--- config.mk ---
export PLATFORM = sky130hd
export DESIGN_NAME = mvt_out_stage
export DESIGN_NICKNAME = d
export VERILOG_FILES = /design/src/rtl/mvt_pkg.sv /design/src/rtl/mvt_out_stage.sv
export SDC_FILE = /design/constraint.sdc
export NUM_CORES = 1
export LEC_CHECK = 0
export BUFFER_PORTS_ARGS = -buffer_cell sky130_fd_sc_hd__clkbuf_2
export CORE_AREA = 2 2 204 206
export DETAILED_ROUTE_END_ITERATION = 10
export DIE_AREA = 0 0 206 208
export HOLD_SLACK_MARGIN = 0.05
export PLACE_DENSITY = 0.46
export REMOVE_ABC_BUFFERS = 1
export SYNTH_ARGS = -nofsm -noshare
export SYNTH_HDL_FRONTEND = slang
export SYNTH_SLANG_ARGS = --single-unit
--- constraint.sdc ---
create_clock -name clk -period 0.8 [get_ports clk]
set_input_delay 0.12 -clock clk [delete_from_list [all_inputs] [get_ports clk]]
set_output_delay 0.12 -clock clk [all_outputs]
set_load 0.02 [all_outputs]
--- src/rtl/mvt_pkg.sv ---
`default_nettype none

package mvt_pkg;

	localparam int NUM_COMP = 4;
	localparam int COMP_W   = 32;
	localparam int PROD_W   = 2 * COMP_W;
	localparam int ACC_W    = PROD_W + 2;
	localparam int COL_W    = 2;

	localparam logic ACT_LOAD  = 1'b0;
	localparam logic ACT_XFORM = 1'b1;

	typedef logic signed [COMP_W-1:0] comp_t;
	typedef logic signed [PROD_W-1:0] prod_t;
	typedef logic signed [ACC_W-1:0]  acc_t;
	typedef logic [COL_W-1:0]         col_idx_t;

	// Everything an item carries from one cell to the next.
	typedef struct packed {
		logic                   action;
		col_idx_t               column;
		comp_t [NUM_COMP-1:0]   comp;
		acc_t  [NUM_COMP-1:0]   acc;
	} chain_t;

endpackage

`default_nettype wire

--- src/rtl/mvt_out_stage.sv ---
`default_nettype none

// Scales the row sums back to the component format, clamps them, and holds
// the result until it is taken.
module mvt_out_stage import mvt_pkg::*; #(
	parameter int FRAC_BITS = 16
) (
	input  wire logic   clk,
	input  wire logic   arst_n,
	input  wire logic   en,
	input  wire logic   in_valid,
	input  wire chain_t item,
	output logic        valid_q,
	output comp_t [NUM_COMP-1:0] res_q
);

	localparam acc_t POS_LIM = {{(ACC_W-COMP_W+1){1'b0}}, {(COMP_W-1){1'b1}}};
	localparam acc_t NEG_LIM = {{(ACC_W-COMP_W+1){1'b1}}, {(COMP_W-1){1'b0}}};

	function automatic comp_t shift_sat(input acc_t s);
		acc_t sh;
		sh = s >>> FRAC_BITS;
		if (sh > POS_LIM) begin
			return POS_LIM[COMP_W-1:0];
		end else if (sh < NEG_LIM) begin
			return NEG_LIM[COMP_W-1:0];
		end
		return sh[COMP_W-1:0];
	endfunction

	always_ff @(posedge clk or negedge arst_n) begin
		if (!arst_n) begin
			valid_q <= 1'b0;
		end else if (en) begin
			valid_q <= in_valid && (item.action == ACT_XFORM);
		end
	end

	always_ff @(posedge clk) begin
		if (en) begin
			for (int r = 0; r < NUM_COMP; r++) begin
				res_q[r] <= shift_sat($signed(item.acc[r]));
			end
		end
	end

endmodule

`default_nettype wire

==> results of run 1 <==
==> power breakdown <==
group          internal (uW)  switching [uW]
Clock                   4580            3090
Combinational           2380            1990
Sequential              8110             263
Total                  15100            5340
==> what timing repair did <==
item | 4_1_cts | 5_1_grt
pin swaps | 35 | 56
setup buffers | 7 | 2
hold buffers | 133 | 0
gates cloned | 4 | 9
setup endpoints to repair | 253 | 253
hold endpoints to repair | 131 | 0
resized for setup | 55 | 360
==> cells in the final DEF, fill, tap and decap left out, types with 4 or more instances in the layout <==
master / count
a21o_1: 121
buf_12: 11
buf_2: 18
buf_4: 12
buf_6: 134
buf_8: 4
clkbuf_16: 23
clkbuf_2: 175
clkbuf_8: 14
dlygate4sd3_1: 133
edfxtp_1: 128
nand2_1: 4
nand4_1: 16
nor4_1: 6
nor4_2: 7
o31ai_4: 4
or3_4: 4
==> flip-flops by register name, indices dropped and copies added, names as in the netlist <==
name,count
res_q,128
valid_q,1
==> cell families after synthesis <==
logic type,synth area share [%]
compound gates,19.3
buf+inv,3.69
flops,71.3
simple gates,5.65
==> per-stage QoR <==
stage / worst slack, ns / cells / util, % / power [uW]
after detailed placement: -0.728 / 1201 / 19.5 / 11400
after global routing: -0.405 / 1385 / 27.6 / 21400
after CTS: -0.408 / 1377 / 25.1 / 20000
after floorplan: -1.09 / 312 / - / 9660
after global placement: -0.715 / 1201 / 19.5 / 11300
final: -0.354 / 1386 / 27.6 / 20400
==> cell type report <==
type                    count  area (sq um)  share of cell area [%]
multi-input cells         182          1510                    13.5
clock buffers              19           433                    3.87
flip-flops and latches    129          3870                    34.6
diodes                      1          2.50                  0.0224
clock inverters            13           136                    1.22
well taps                 532           666                    5.95
repair buffers            509          4570                    40.9
inverters                   1          3.75                  0.0335
==> layer usage <==
layer  vias to the layer above  track usage, %
met2                       261            15.2
met5                         -               0
met3                        24            4.73
li1                       2368               -
met1                      2384            10.4
met4                         0            3.62
==> synth_stat cells <==
| library cell | n |
|---|---|
| or3_4 | 4 |
| buf_2 | 1 |
| buf_6 | 12 |
| a21o_1 | 121 |
| clkbuf_1 | 15 |
| nand2_1 | 4 |
| nor2_1 | 3 |
| nor3_1 | 1 |
| dfrtp_1 | 1 |
| nand4_1 | 16 |
| a21o_2 | 3 |
| o31ai_4 | 4 |
| nor4_1 | 16 |
| inv_1 | 1 |
| nand3_1 | 1 |
| edfxtp_1 | 128 |
| a31oi_1 | 4 |
| o21ai_0 | 1 |
| and3_1 | 4 |
==> how the worst min path moves through the flow <==
| stage | start | end | slack [ns] | cells past startpoint |
|---|---|---|---|---|
| after global routing | en | res_q[24]$_DFFE_PP_ | 0.17 | 2 |
| after CTS | en | res_q[24]$_DFFE_PP_ | 0.17 | 2 |
| after floorplan | arst_n | valid_q$_DFFE_PN0P_ | -0.18 | 0 |
| final | en | res_q[11]$_DFFE_PP_ | 0.20 | 2 |
| after detailed placement | arst_n | valid_q$_DFFE_PN0P_ | -0.10 | 1 |
| after global placement | arst_n | valid_q$_DFFE_PN0P_ | -0.11 | 1 |
==> metrics, run 1 <==
# IOs 528; syn avg cell area 16.0 sq um; die span in x 206 um; synth-to-layout area growth 106%; wire length on met2 10600 um; crit path cell chain buf_6; critical path arrival 1.03 ns; wire length on met1 8420 um; clock tree buffer depth 2; Fillers 4154; clk_lat worst skew 0.42 ns; DR top layer met4; via count 5037; crit path launch res_q[39]$_DFFE_PP_; cell count after synthesis 340; 1st-pass router iterations 4; Worst EP required 0.68 ns; initial core utilization 13.4%; f_max 867 MHz; worst-path maximum fanout 1; Final Hold Vio Count 0; dpl hpwl 14700 um; Root Buffer clkbuf_16; FF-to-FF End valid_q$_DFFE_PN0P_; DR vias/cell 3.63; outcome finished with violations; CP max stage delay 0.44 ns; Pins Over Slew Limit 0; VDD IR max 1.33 mV; post-route ant nets 0; # setup viols final 253; metal3 WL 2420 um; R2R Path Start valid_q$_DFFE_PN0P_; CTS Sinks 129; GRT Util Overall 9.37%; Leak 0.00493 uW; routability cong. 0.802; violated checks negative setup slack; vias in the first global route 5196; Least-Margin Pin Slew 0.399 ns; area of the die 42800 sq um; initial antenna violation count 0; CTS Buf Count 17; largest net degree at the start of global routing 40; Chip Height 208 um; placed instance area 7910 sq um; Worst Reg2Reg Path Length in Cells 2; top cell type's share of synthesized area 70.8%; Buf+Inv Stages, Crit Path 1; CP endpoint res_q[39]; critical path endpoint category primary output; Slew HR 73.4%; Netlist cell types 19; Seq/Total Area, Yosys 71.3%; routed wire length 21900 um; slowest stage cell, crit path edfxtp_1; r2r setup slk 0.10 ns; RSZ-0062 raised after global routing true; grt ovf 0; CTS clk-pin slew, worst paths 0.06 ns; Max Cap Violations 0; Max H-tree Level 4; largest cells by area after synthesis edfxtp_1 (71%), a21o_1 (17%), buf_6 (2.5%); Synth warnings 0; final setup TNS -66.74 ns; CP top delay family flip-flops; Power Dens Cells 1820 nW/um^2; Worst Clk Skew 0 ns; cell area after synthesis 5430 sq um; final period utilization 144%; cell taking the most area after synthesis edfxtp_1; Initial DRC Count 181; PnR worst setup slack -0.354 ns; CTS tree done; Core Region 40600 sq um; num rows 74; post-route DRC violation count 0; share of layout cells above drive strength 1 50.4%; layout net count 1239; PortBufs 333; Hold WS 0.196 ns; Finished Cell Area 11200 sq um; flops & latches, synth 129; WS Path Type flip-flop to primary output; crit start category flip-flop; routed len/inst 15.8 um; first-pass GRT wire length 29500 um; WP depth 1; minimum clock period 1.15 ns; Min-Delay Path Class input port to flip-flop
No activity file was read; power rests on OpenSTA's default activity.
==> run 2: changes to the inputs <==
--- a/config.mk
+++ b/config.mk
@@ -5,10 +5,11 @@
 export SDC_FILE = /design/constraint.sdc
 export NUM_CORES = 1
 export LEC_CHECK = 0
+export ABC_AREA = 1
 export BUFFER_PORTS_ARGS = -buffer_cell sky130_fd_sc_hd__clkbuf_2
-export CORE_AREA = 2 2 204 206
+export CORE_AREA = 2 2 207 209
 export DETAILED_ROUTE_END_ITERATION = 10
-export DIE_AREA = 0 0 206 208
+export DIE_AREA = 0 0 209 211
 export HOLD_SLACK_MARGIN = 0.05
 export PLACE_DENSITY = 0.46
 export REMOVE_ABC_BUFFERS = 1
==> metrics, run 2 <==
Worst Clk Skew 0 ns; routed wire length 25500 um; minimum clock period 1.17 ns; PortBufs 333; Primary FF master, synth edfxtp_1; Netlist cell types 15; routability cong. 0.806; Least-Margin Pin Slew 0.240 ns; CTS clk-pin slew, worst paths 0.06 ns; DR vias/cell 3.66; Worst EP required 0.68 ns; cell area after synthesis 5630 sq um; clk_lat worst skew 0.44 ns; dpl hpwl 16800 um; CTS Buf Count 17; part of the power in the clock network 38.1%; max reg flops 128; Int Pwr 15800 uW; Chip Height 211 um; r2r setup slk 0.03 ns; first-pass GRT wire length 33800 um; Pins Over Slew Limit 0; f_max 858 MHz; Post-synth top cells nand2_1 (301), edfxtp_1 (128), nor2_1 (46); fraction of registers with async set/reset 0.775%; Worst Reg2Reg Path Length in Cells 3; initial antenna violation count 3; largest cells by area after synthesis edfxtp_1 (68%), nand2_1 (20%), buf_4 (3.2%); Min-Delay Path Class input port to flip-flop; share of layout cells above drive strength 1 52.5%; post-route DRC violation count 0; CTS Sinks 129; slowest stage cell, crit path edfxtp_1; synth-to-layout area growth 117%; # setup viols final 253; largest net degree at the start of global routing 39; cell taking the most area after synthesis edfxtp_1; violated checks negative setup slack; Buf+Inv Stages, Crit Path 1; Worst Hold Path EP res_q[72]$_DFFE_PP_; crit start category flip-flop; most frequent cells in the layout nand2_1 (187), clkbuf_2 (187), dlygate4sd3_1 (132); Worst Hold Path Cells 2; CP top delay family flip-flops; Final Hold Vio Count 0; worst-path maximum fanout 1; CTS tree done; top cell type's share of synthesized area 68.3%; largest register by flop count res_q; layout net count 1473; flops & latches, synth 129; Root Buffer clkbuf_16; WS Path Type flip-flop to primary output; Slew HR 83.9%; cell count after synthesis 551; # IOs 528; Hold WS 0.184 ns; grt ovf 0; final core utilization 29.2%; via count 5959; post-route ant nets 0; initial core utilization 13.5%; Sw Ratio 26.5%; sequential cell fraction of total power 38.9%; Synth warnings 0; CP max stage delay 0.44 ns; R2R Path Start valid_q$_DFFE_PN0P_; routed len/inst 15.7 um; RSZ-0062 raised after global routing true; PnR worst setup slack -0.366 ns; Seq/Total Area, Yosys 68.7%; Leak 0.00541 uW; num rows 75; most common cell in the netlist nand2_1; syn avg cell area 10.2 sq um; leading registers by flop count res_q: 128 flops, valid_q: 1 flops; outcome finished with violations; Max Cap Violations 0; Initial DRC Count 254; VDD IR max 1.39 mV; switching pwr 5710 uW; critical path arrival 1.05 ns; Core Region 41800 sq um; critical path endpoint category primary output; die span in x 209 um; FF-to-FF End valid_q$_DFFE_PN0P_; area of the die 44100 sq um; 1st-pass router iterations 4; GRT Util Overall 10.4%; Max H-tree Level 4; Power Dens Cells 1760 nW/um^2; EDFF count, synth 128; crit path cell chain buf_6; total power 21500 uW; hold_sp en; combinational group share of total power 23.0%; clock tree buffer depth 2; final period utilization 146%; vias in the first global route 6063
run 2: cell types whose count changed in the layout (fill, tap and decap cells not counted), sizes merged, moves of 6 or more:
cell    previous run  this run
inv                3        20
a21o             124         0
nor4              16         0
nor2               3        46
nand2              4       301
nand4             16         3
clkbuf           214       240
clkinv             7         1
run 2: logic make-up after synthesis:
kind of cell | count (synthesis) | synth area share, %
AND/OR/NAND/NOR | 366 | 25.1
flip-flops | 129 | 68.7
buffers and inverters | 48 | 4.80
AO/OA/AOI/OAI | 8 | 1.36
run 2: power by group through the flow:
stage | logic (uW) | clock network, uW | registers, uW
after floorplan | 524 | 0 | 9150
after global placement | 3050 | 0 | 8400
after detailed placement | 3040 | 0 | 8410
after CTS | 3840 | 8500 | 8300
after global routing | 5280 | 8720 | 8430
final | 4940 | 8200 | 8370
run 2: final cells by class:
cell class                 count  area, sq um
inverter                      20         75.1
clock inverter                 9          133
fill                        4261        29600
multi-input combinational    374         2120
timing repair buffer         532         4840
tap                          539          674
antenna                        2         5.00
sequential                   129         3870
clock buffer                  23          478
run 2: per-layer routing:
layer  up-vias  global-route usage, %  wire length [um]
met4         2                   3.92               541
li1       2841                      -                 -
met2       320                   17.4             12400
met3        36                   5.92              2810
met1      2760                   10.9              9740
met5         -                      0                13
run 2: stage by stage:
step / area (sq um) / TNS, ns / setup WS, ns / std cells
after floorplan: 5430 / -74.16 / -0.617 / 523
after global placement: 8180 / -69.33 / -0.544 / 1433
after detailed placement: 8180 / -72.27 / -0.545 / 1433
after CTS: 10500 / -47.79 / -0.461 / 1607
after global routing: 12200 / -61.78 / -0.431 / 1628
final: 12200 / -52.85 / -0.366 / 1628
run 2: worst max-delay path by stage:
stage,cells past startpoint,endpoint,start
final,1,res_q[0],res_q[0]$_DFFE_PP_
after detailed placement,7,res_q[3]$_DFFE_PP_,item[50]
after global placement,7,res_q[3]$_DFFE_PP_,item[50]
after floorplan,5,res_q[0]$_DFFE_PP_,item[54]
after global routing,1,res_q[0],res_q[0]$_DFFE_PP_
after CTS,1,res_q[0],res_q[0]$_DFFE_PP_
run 2: repair_timing:
action,4_1_cts,5_1_grt
setup endpoints to repair,167,254
pin swaps,8,127
endpoints found under the hold margin,130,0
resized for setup,60,540
gates cloned,3,16
hold buffers,132,0
setup buffers,7,6
